**config.mk**
```make
export PLATFORM = sky130hd
export DESIGN_NAME = positional_array_list_core_flat
export DESIGN_NICKNAME = d
export VERILOG_FILES = /design/src/pal_pkg.sv /design/src/pal_req_if.sv /design/src/pal_rsp_if.sv /design/src/pal_cell.sv /design/src/positional_array_list_core.sv /design/src/flat_wrapper.sv
export SDC_FILE = /design/constraint.sdc
export NUM_CORES = 1
export LEC_CHECK = 0
export ABC_AREA = 1
export ABC_CLOCK_PERIOD_IN_PS = 9750
export BUFFER_PORTS_ARGS = -buffer_cell sky130_fd_sc_hd__buf_2
export CORE_MARGIN = 5
export CORE_UTILIZATION = 55
export CTS_CLUSTER_SIZE = 24
export DETAILED_ROUTE_END_ITERATION = 8
export PLACE_DENSITY = 0.72
export SLEW_MARGIN = 20
export SYNTH_ARGS = -nofsm -noshare
export SYNTH_HDL_FRONTEND = slang
export SYNTH_SLANG_ARGS = --single-unit
```
**constraint.sdc**
```tcl
create_clock -name clk -period 9.75 [get_ports clk]
set_clock_uncertainty 0.15 [all_clocks]
set_input_delay 1.95 -clock clk [delete_from_list [all_inputs] [get_ports clk]]
set_output_delay 1.95 -clock clk [all_outputs]
set_load 0.02 [all_outputs]
```
**src/pal_pkg.sv**
```systemverilog
// ----------------------------------------------------------------------------
// pal_pkg
// Shared codes and field widths for the positional array list.
// ----------------------------------------------------------------------------
`timescale 1ns / 1ps

package pal_pkg;

  // fixed field widths of the request and response
  localparam int CMD_W    = 2;
  localparam int POS_W    = 5;
  localparam int DATA_W   = 32;
  localparam int STATUS_W = 3;

  // request commands
  localparam logic [CMD_W-1:0] CMD_INSERT = 2'd0;
  localparam logic [CMD_W-1:0] CMD_DELETE = 2'd1;
  localparam logic [CMD_W-1:0] CMD_READ   = 2'd2;
  localparam logic [CMD_W-1:0] CMD_FIND   = 2'd3;

  // response status codes
  localparam logic [STATUS_W-1:0] ST_OK       = 3'd0;
  localparam logic [STATUS_W-1:0] ST_FULL     = 3'd1;
  localparam logic [STATUS_W-1:0] ST_EMPTY    = 3'd2;
  localparam logic [STATUS_W-1:0] ST_BADPOS   = 3'd3;
  localparam logic [STATUS_W-1:0] ST_NOTFOUND = 3'd4;

  // cell operations, broadcast along the chain
  typedef enum logic [1:0] {
    OP_HOLD   = 2'd0,
    OP_INSERT = 2'd1,
    OP_DELETE = 2'd2,
    OP_ROTATE = 2'd3
  } cell_op_t;

endpackage

```
**src/pal_req_if.sv**
```systemverilog
// ----------------------------------------------------------------------------
// pal_req_if
// Request channel of the positional array list: command, position, value.
// ----------------------------------------------------------------------------
`timescale 1ns / 1ps

interface pal_req_if;
  logic                                valid;
  logic                                ready;
  logic        [pal_pkg::CMD_W-1:0]    cmd;
  logic        [pal_pkg::POS_W-1:0]    position;
  logic signed [pal_pkg::DATA_W-1:0]   value;

  modport source (output valid, output cmd, output position, output value, input ready);
  modport sink   (input valid, input cmd, input position, input value, output ready);
endinterface

```
**src/pal_rsp_if.sv**
```systemverilog
// ----------------------------------------------------------------------------
// pal_rsp_if
// Response channel of the positional array list: status, read data, found position and count.
// ----------------------------------------------------------------------------
`timescale 1ns / 1ps

interface pal_rsp_if;
  logic                                 valid;
  logic                                 ready;
  logic        [pal_pkg::STATUS_W-1:0]  status;
  logic signed [pal_pkg::DATA_W-1:0]    read_value;
  logic        [pal_pkg::POS_W-1:0]     found_position;
  logic        [pal_pkg::POS_W-1:0]     entry_count;

  modport source (output valid, output status, output read_value, output found_position,
                  output entry_count, input ready);
  modport sink   (input valid, input status, input read_value, input found_position,
                  input entry_count, output ready);
endinterface

```
**src/pal_cell.sv**
```systemverilog
// ----------------------------------------------------------------------------
// pal_cell
// One list slot: holds an entry and takes from a neighbour on shift or rotate.
// ----------------------------------------------------------------------------
`timescale 1ns / 1ps

module pal_cell #(
  parameter int VALUE_WIDTH = 32,
  parameter int IDX_W       = 4,
  parameter int INDEX       = 0
) (
  input  logic                    clk,
  input  pal_pkg::cell_op_t       op,
  input  logic [IDX_W-1:0]        idx,
  input  logic [VALUE_WIDTH-1:0]  ins_value,
  input  logic [VALUE_WIDTH-1:0]  left,
  input  logic [VALUE_WIDTH-1:0]  right,
  output logic [VALUE_WIDTH-1:0]  value
);

  localparam logic [IDX_W-1:0] MY_IDX = IDX_W'(INDEX);

  always_ff @(posedge clk) begin
    unique case (op)
      pal_pkg::OP_HOLD: begin
      end
      pal_pkg::OP_INSERT: begin
        if (MY_IDX == idx) begin
          value <= ins_value;
        end else if (MY_IDX > idx) begin
          value <= left;
        end
      end
      pal_pkg::OP_DELETE: begin
        if (MY_IDX >= idx) begin
          value <= right;
        end
      end
      pal_pkg::OP_ROTATE: begin
        // whole chain moves one place towards the head
        value <= right;
      end
    endcase
  end

endmodule

```
**src/positional_array_list_core.sv**
```systemverilog
// ----------------------------------------------------------------------------
// positional_array_list_core
// Bounded ordered list in a chain of cells with insert, delete, read and find.
// Insert, delete and any refused request: the request is registered at accept, the
// response once the response slot is free. Throughput: insert and delete 1 request
// per cycle while the response side is ready, the cells shift in one step. Read and
// find rotate the whole chain once past the head comparator, one request at a time.
// Reset: synchronous, clears the count (list empty) and the handshake state.
// ----------------------------------------------------------------------------
`timescale 1ns / 1ps

module positional_array_list_core #(
  parameter int DEPTH       = 16,
  parameter int VALUE_WIDTH = 32
) (
  input  logic          clk,
  input  logic          rst,
  pal_req_if.sink       req,
  pal_rsp_if.source     rsp
);

  localparam int IDX_W = $clog2(DEPTH);
  localparam int CNT_W = $clog2(DEPTH + 1);
  localparam int CW    = ((CNT_W > pal_pkg::POS_W) ? CNT_W : pal_pkg::POS_W) + 1;
  localparam int DW    = pal_pkg::DATA_W;
  localparam int PW    = pal_pkg::POS_W;

  localparam logic [1:0] S_IDLE = 2'd0;
  localparam logic [1:0] S_EXEC = 2'd1;
  localparam logic [1:0] S_SCAN = 2'd2;

  localparam logic [IDX_W-1:0] LAST_IDX = IDX_W'(DEPTH - 1);

  logic [1:0]                   state, state_next;
  logic [pal_pkg::CMD_W-1:0]    cmd_q;
  logic [PW-1:0]                pos_q;
  logic [VALUE_WIDTH-1:0]       val_q;
  logic [CNT_W-1:0]             count, count_next;
  logic [IDX_W-1:0]             scan_k, scan_k_next;
  logic                         hit, hit_next;
  logic [PW-1:0]                fpos, fpos_next;
  logic signed [DW-1:0]         rd, rd_next;

  logic                         out_valid, out_valid_next;
  logic [pal_pkg::STATUS_W-1:0] out_status, out_status_next;
  logic signed [DW-1:0]         out_read, out_read_next;
  logic [PW-1:0]                out_found, out_found_next;
  logic [PW-1:0]                out_count, out_count_next;

  logic [VALUE_WIDTH-1:0]       cell_value [DEPTH];
  pal_pkg::cell_op_t            cell_op, exec_op;
  logic [IDX_W-1:0]             idx;
  logic [CW-1:0]                pos_ext, cnt_ext, idx_full;
  logic [pal_pkg::STATUS_W-1:0] exec_status;
  logic                         start_scan, out_free, exec_go, accept;
  logic [IDX_W:0]               k_plus;

  // ---------------------------------------------------------------------------
  // cell chain
  // ---------------------------------------------------------------------------
  for (genvar i = 0; i < DEPTH; i++) begin : g_cell
    pal_cell #(
      .VALUE_WIDTH (VALUE_WIDTH),
      .IDX_W       (IDX_W),
      .INDEX       (i)
    ) u_cell (
      .clk       (clk),
      .op        (cell_op),
      .idx       (idx),
      .ins_value (val_q),
      .left      (cell_value[(i + DEPTH - 1) % DEPTH]),
      .right     (cell_value[(i + 1) % DEPTH]),
      .value     (cell_value[i])
    );
  end

  // ---------------------------------------------------------------------------
  // request decode
  // ---------------------------------------------------------------------------
  assign pos_ext  = CW'(pos_q);
  assign cnt_ext  = CW'(count);
  assign idx_full = pos_ext - CW'(1);
  assign idx      = idx_full[IDX_W-1:0];
  assign k_plus   = {1'b0, scan_k} + (IDX_W + 1)'(1);

  always_comb begin
    exec_status = pal_pkg::ST_OK;
    exec_op     = pal_pkg::OP_HOLD;
    start_scan  = 1'b0;
    unique case (cmd_q)
      pal_pkg::CMD_INSERT: begin
        if (cnt_ext == CW'(DEPTH)) begin
          exec_status = pal_pkg::ST_FULL;
        end else if (pos_ext == '0 || pos_ext > cnt_ext + CW'(1)) begin
          exec_status = pal_pkg::ST_BADPOS;
        end else begin
          exec_op = pal_pkg::OP_INSERT;
        end
      end
      pal_pkg::CMD_DELETE: begin
        if (cnt_ext == '0) begin
          exec_status = pal_pkg::ST_EMPTY;
        end else if (pos_ext == '0 || pos_ext > cnt_ext) begin
          exec_status = pal_pkg::ST_BADPOS;
        end else begin
          exec_op = pal_pkg::OP_DELETE;
        end
      end
      pal_pkg::CMD_READ: begin
        if (cnt_ext == '0) begin
          exec_status = pal_pkg::ST_EMPTY;
        end else if (pos_ext == '0 || pos_ext > cnt_ext) begin
          exec_status = pal_pkg::ST_BADPOS;
        end else begin
          start_scan = 1'b1;
        end
      end
      pal_pkg::CMD_FIND: begin
        if (cnt_ext == '0) begin
          exec_status = pal_pkg::ST_NOTFOUND;
        end else begin
          start_scan = 1'b1;
        end
      end
    endcase
  end

  // ---------------------------------------------------------------------------
  // control
  // ---------------------------------------------------------------------------
  assign out_free  = !out_valid || rsp.ready;
  assign exec_go   = (state == S_EXEC) && out_free;
  assign req.ready = (state == S_IDLE) || (exec_go && !start_scan);
  assign accept    = req.valid && req.ready;

  always_comb begin
    state_next      = state;
    count_next      = count;
    scan_k_next     = scan_k;
    hit_next        = hit;
    fpos_next       = fpos;
    rd_next         = rd;
    cell_op         = pal_pkg::OP_HOLD;
    out_valid_next  = out_valid && !rsp.ready;
    out_status_next = out_status;
    out_read_next   = out_read;
    out_found_next  = out_found;
    out_count_next  = out_count;

    if (exec_go) begin
      if (start_scan) begin
        state_next  = S_SCAN;
        scan_k_next = '0;
        hit_next    = 1'b0;
        fpos_next   = '0;
        rd_next     = '0;
      end else begin
        cell_op = exec_op;
        if (exec_op == pal_pkg::OP_INSERT) begin
          count_next = count + CNT_W'(1);
        end else if (exec_op == pal_pkg::OP_DELETE) begin
          count_next = count - CNT_W'(1);
        end
        out_valid_next  = 1'b1;
        out_status_next = exec_status;
        out_read_next   = '0;
        out_found_next  = '0;
        out_count_next  = PW'(CW'(count_next));
        state_next      = S_IDLE;
      end
    end

    if (state == S_SCAN) begin
      // head cell shows entry scan_k in this cycle
      cell_op     = pal_pkg::OP_ROTATE;
      scan_k_next = scan_k + IDX_W'(1);
      if (cmd_q == pal_pkg::CMD_READ && scan_k == idx) begin
        rd_next = DW'(signed'(cell_value[0]));
      end
      if (cmd_q == pal_pkg::CMD_FIND && !hit && CW'(scan_k) < cnt_ext
          && cell_value[0] == val_q) begin
        hit_next  = 1'b1;
        fpos_next = PW'(k_plus);
      end
      if (scan_k == LAST_IDX) begin
        state_next      = S_IDLE;
        out_valid_next  = 1'b1;
        out_status_next = (cmd_q == pal_pkg::CMD_READ || hit_next) ? pal_pkg::ST_OK
                                                                  : pal_pkg::ST_NOTFOUND;
        out_read_next   = rd_next;
        out_found_next  = fpos_next;
        out_count_next  = PW'(CW'(count));
      end
    end

    if (accept) begin
      state_next = S_EXEC;
    end
  end

  always_ff @(posedge clk) begin
    if (rst) begin
      state     <= S_IDLE;
      count     <= '0;
      out_valid <= 1'b0;
    end else begin
      state     <= state_next;
      count     <= count_next;
      out_valid <= out_valid_next;
    end
  end

  always_ff @(posedge clk) begin
    if (accept) begin
      cmd_q <= req.cmd;
      pos_q <= req.position;
      val_q <= VALUE_WIDTH'($unsigned(req.value));
    end
    scan_k     <= scan_k_next;
    hit        <= hit_next;
    fpos       <= fpos_next;
    rd         <= rd_next;
    out_status <= out_status_next;
    out_read   <= out_read_next;
    out_found  <= out_found_next;
    out_count  <= out_count_next;
  end

  assign rsp.valid          = out_valid;
  assign rsp.status         = out_status;
  assign rsp.read_value     = out_read;
  assign rsp.found_position = out_found;
  assign rsp.entry_count    = out_count;

`ifndef SYNTHESIS
  a_count_bound: assert property (@(posedge clk) disable iff (rst)
    count <= CNT_W'(DEPTH))
    else $error("list count beyond depth");

  a_scan_slot_empty: assert property (@(posedge clk) disable iff (rst)
    state == S_SCAN |-> !out_valid)
    else $error("response slot occupied during rotation");

  a_scan_ends_with_rsp: assert property (@(posedge clk) disable iff (rst)
    (state == S_SCAN && scan_k == LAST_IDX) |=> (rsp.valid && state != S_SCAN))
    else $error("rotation finished without a response");

  a_insert_count: assert property (@(posedge clk) disable iff (rst)
    (exec_go && !start_scan && exec_op == pal_pkg::OP_INSERT)
    |=> count == $past(count) + CNT_W'(1))
    else $error("insert did not grow the list");

  a_no_accept_in_scan: assert property (@(posedge clk) disable iff (rst)
    state == S_SCAN |-> !req.ready)
    else $error("request taken during rotation");
`endif

endmodule
```
**src/flat_wrapper.sv**
```systemverilog
// flat-port wrapper written by rule: the top's interface ports become plain ports
module positional_array_list_core_flat 
#(
  parameter int DEPTH       = 16,
  parameter int VALUE_WIDTH = 32
)
  (clk, rst, req_valid, req_cmd, req_position, req_value, req_ready, rsp_valid, rsp_status, rsp_read_value, rsp_found_position, rsp_entry_count, rsp_ready);
  pal_req_if req_i ();
  pal_rsp_if rsp_i ();
  input  logic clk;
  input  logic rst;
  input wire logic [$bits(req_i.valid)-1:0] req_valid;
  input wire logic [$bits(req_i.cmd)-1:0] req_cmd;
  input wire logic [$bits(req_i.position)-1:0] req_position;
  input wire logic [$bits(req_i.value)-1:0] req_value;
  output wire logic [$bits(req_i.ready)-1:0] req_ready;
  output wire logic [$bits(rsp_i.valid)-1:0] rsp_valid;
  output wire logic [$bits(rsp_i.status)-1:0] rsp_status;
  output wire logic [$bits(rsp_i.read_value)-1:0] rsp_read_value;
  output wire logic [$bits(rsp_i.found_position)-1:0] rsp_found_position;
  output wire logic [$bits(rsp_i.entry_count)-1:0] rsp_entry_count;
  input wire logic [$bits(rsp_i.ready)-1:0] rsp_ready;
  assign req_i.valid = req_valid;
  assign req_i.cmd = req_cmd;
  assign req_i.position = req_position;
  assign req_i.value = req_value;
  assign req_ready = req_i.ready;
  assign rsp_valid = rsp_i.valid;
  assign rsp_status = rsp_i.status;
  assign rsp_read_value = rsp_i.read_value;
  assign rsp_found_position = rsp_i.found_position;
  assign rsp_entry_count = rsp_i.entry_count;
  assign rsp_i.ready = rsp_ready;
  positional_array_list_core #(.DEPTH(DEPTH), .VALUE_WIDTH(VALUE_WIDTH)) u_core (.clk(clk), .rst(rst), .req(req_i), .rsp(rsp_i));
endmodule
```
==> results.sh <==
export IMPL_hold_class="flop to flop"
export IMPL_hpwl_mm=55.7
export IMPL_drtPass1Iterations=6
export IMPL_fin_crit_ps=5630
export IMPL_drt_total_wl_mm=94.4
export IMPL_crit_chain="buf_2, nor2_1, inv_1, nand3_1, nor2_4, inv_1, buf_4, o21ai_0, buf_2"
export IMPL_drv_cap=0
export IMPL_path_buf_inv=5
export IMPL_cts_buffers=71
export IMPL_post_cts_setup_buffer_count=0
export IMPL_r2r_start="u_core.count[2]$_SDFFE_PP0P_"
export IMPL_hold_end="u_core.rsp.read_value[13]$_DFF_P_"
export IMPL_nFillCells=5120
export IMPL_final_cell_mix="nand2_1, edfxtp_1, o21ai_1, o21ai_0, nor2_1"
export IMPL_ctsResizeCount=0
export IMPL_start_kind="input port"
export IMPL_critPathMaxStageDelay_ps=420
export IMPL_cts_tree="yes"
export IMPL_tightest_slew_ps=1080
export IMPL_synth_area_per_cell_um2=8.63
export IMPL_synthMuxAreaShare_pct=0
export IMPL_mostFrequentLayoutCell="nand2_1"
export IMPL_synthAdderAreaFrac_pct=0.948
export IMPL_antenna_found_initial=2
export IMPL_slew_headroom_pct=28.1
export IMPL_gp_congestion=0.907
export IMPL_end_kind="primary output"
export IMPL_ys_seq_elements=646
export IMPL_synthFlopType="edfxtp_1"
export IMPL_initial_utilization_pct=55.7
export IMPL_ant_nets=0
export IMPL_vias_per_cell=5.92
export IMPL_grt_pass1_wl_mm=143
export IMPL_drt_iter0_drc=3314
export IMPL_leakage_nw=12.8
export IMPL_synth_top_family_by_area="simple AND/OR/NAND/NOR gates"
export IMPL_cts_root_buf="clkbuf_16"
export IMPL_nNetsFinal=3806
export IMPL_async_flop_share_pct=0
export IMPL_tns_ps=0
export IMPL_min_from="u_core.rsp.read_value[13]$_DFF_P_"
export IMPL_htreeDepth=3
export IMPL_setup_ws_ps=4120
export IMPL_grt_max_degree=210
export IMPL_ff2ff_setup_slack_ps=4780
export IMPL_grt_usage_pct=28.3
export IMPL_place_inst=4438
export IMPL_place_ws_ps=4120
export IMPL_rsz0062_at_grt="no"
export IMPL_worst_setup_path_type="input port to primary output"
export IMPL_max_vdd_ir_drop_v=0.000111
export IMPL_p_per_area_nw_per_um2=174
export IMPL_instances_no_fill=4559
export IMPL_syn_inst=3822
export IMPL_core_area_um2=59200
export IMPL_die_y_um=255
export IMPL_clock_fmax_ghz=0.178
export IMPL_wire_per_inst_um=20.7
export IMPL_fp_dieW_um=255
export IMPL_path_clk_slew_ps=60
export IMPL_drcViolationCount=0
export IMPL_holdBufCountCts=0
export IMPL_design_area_um2=35400
export IMPL_io_buffers=89
export IMPL_synth_compound_area_share_pct=16.0
export IMPL_finalCritPeriodShare_pct=57.8
export IMPL_hold_violations=0
export IMPL_overflow=0
export IMPL_diodes=0
export IMPL_synth_edf_count=555
export IMPL_cp_slowest_cell="buf_4"
export IMPL_vias=27000
export IMPL_ys_seq_area_share_pct=56.0
export IMPL_syn_nets=3890
export IMPL_worstSkewPairLatency_ps=610
export IMPL_synthXorXnorAreaFrac_pct=0.690
export IMPL_r2r_end="u_core.g_cell[9].u_cell.value[21]$_DFFE_PP_"
export IMPL_yosysWarnings=0
export IMPL_cp_top_family="buffers and inverters"
export IMPL_critPathRequiredTime_ps=7650
export IMPL_maxSlewViolCount=0
export IMPL_critPathMaxFanout=50
export IMPL_yosys_area_share_simple_pct=20.2
export IMPL_grt_pass1_vias=24400
export IMPL_outcome="finished clean"
export IMPL_reg2reg_depth=16
export IMPL_row_count=89
export IMPL_syn_to_final_growth_pct=7.24
export IMPL_syn_area_um2=33000
export IMPL_die_area_um2=65000
export IMPL_timing_hold_ws_ps=316
export IMPL_setup_viol=0
export IMPL_io_pins=90
export IMPL_yosysUniqueCellTypes=38
export IMPL_place_area_um2=33300
export IMPL_arrival_ps=3530
export IMPL_cts_sinks=646
export IMPL_post_route_cells_drive_above_1_share_pct=7.05
export IMPL_cts_max_path_buffers=3
export IMPL_hold_depth=2
[worst max-delay path by stage]
stage	depth (start not counted)	end	start	slack (ps)
finish	9	req_ready	rsp_ready	4120
global route	14	req_ready	u_core.count[2]$_SDFFE_PP0P_	3950
CTS	9	req_ready	rsp_ready	4110
detailed placement	9	req_ready	rsp_ready	4120
global placement	11	u_core.g_cell[8].u_cell.value[30]$_DFFE_PP_	rsp_ready	4210
floorplan	10	u_core.g_cell[5].u_cell.value[0]$_DFFE_PP_	rsp_ready	4800
[per-layer routing]
metal,up-vias,global-route usage [%],part of all wire [%]
met2,1294,43.8,44
met5,-,0,0.028
li1,12900,-,-
met3,187,6.85,11
met1,12600,39.4,41
met4,4,9.98,3.7
[logic make-up (layout without fill, tap and decap cells)]
kind of cell,Yosys count,in the layout
AND/OR/NAND/NOR,1674,1674
AO/OA/AOI/OAI,1048,1048
flip-flops,646,646
buffers and inverters,403,367
XOR/XNOR,26,26
adder cells (fa/ha/maj),25,25
[worst min-delay path, cell delays in order, from the launching register on]
cell and delay, ps:
dfxtp_1 300, nand3_1 70, nand2_1 50
[final cells by class]
| type | count | area (um2) | area share, % |
|---|---|---|---|
| clock buffer | 95 | 1920 | 5.42 |
| clock inverter | 26 | 184 | 0.520 |
| inverter | 115 | 435 | 1.23 |
| multi-input combinational | 2773 | 12600 | 35.6 |
| sequential | 646 | 18500 | 52.3 |
| tap | 773 | 967 | 2.73 |
| timing repair buffer | 131 | 798 | 2.26 |
[flip-flops by register name (all words and copies together) (netlist names), 4 cells and up]
name	flops
u_core.fpos	5
u_core.rsp.read_value	32
u_core.g_cell.u_cell.value	512
u_core.count	5
u_core.pos_q	5
u_core.rd	32
u_core.rsp.entry_count	5
u_core.scan_k	4
u_core.rsp.found_position	5
u_core.val_q	32
[power breakdown]
group,internal (W),switching [W]
sequential,0.00309,0.0000573
clock,0.00143,0.00110
combinational,0.000140,0.000343
total,0.00466,0.00150
[cells in the mapped netlist, drive strengths merged (4+ instances only)]
library cell	instances	share of area (%)
a21oi	298	4.5
a31oi	4	0.076
buf	131	3.1
clkbuf	157	1.8
dfxtp	91	5.5
edfxtp	555	51
ha	25	0.95
inv	112	1.3
nand2	1121	13
nand3	189	2.9
nand3b	4	0.091
nand4	10	0.19
nor2	333	3.9
nor3	10	0.15
o21ai	741	11
xnor2	12	0.32
xor2	14	0.37
[stage by stage]
| stage | utilization [%] | power [W] |
|---|---|---|
| after floorplan | - | 0.00351 |
| after global placement | 56.2 | 0.00366 |
| after detailed placement | 56.2 | 0.00367 |
| after CTS | 59.7 | 0.00617 |
| after global routing | 59.7 | 0.00635 |
| final | 59.7 | 0.00616 |
Note: power is estimated with default switching activity, not from simulation.
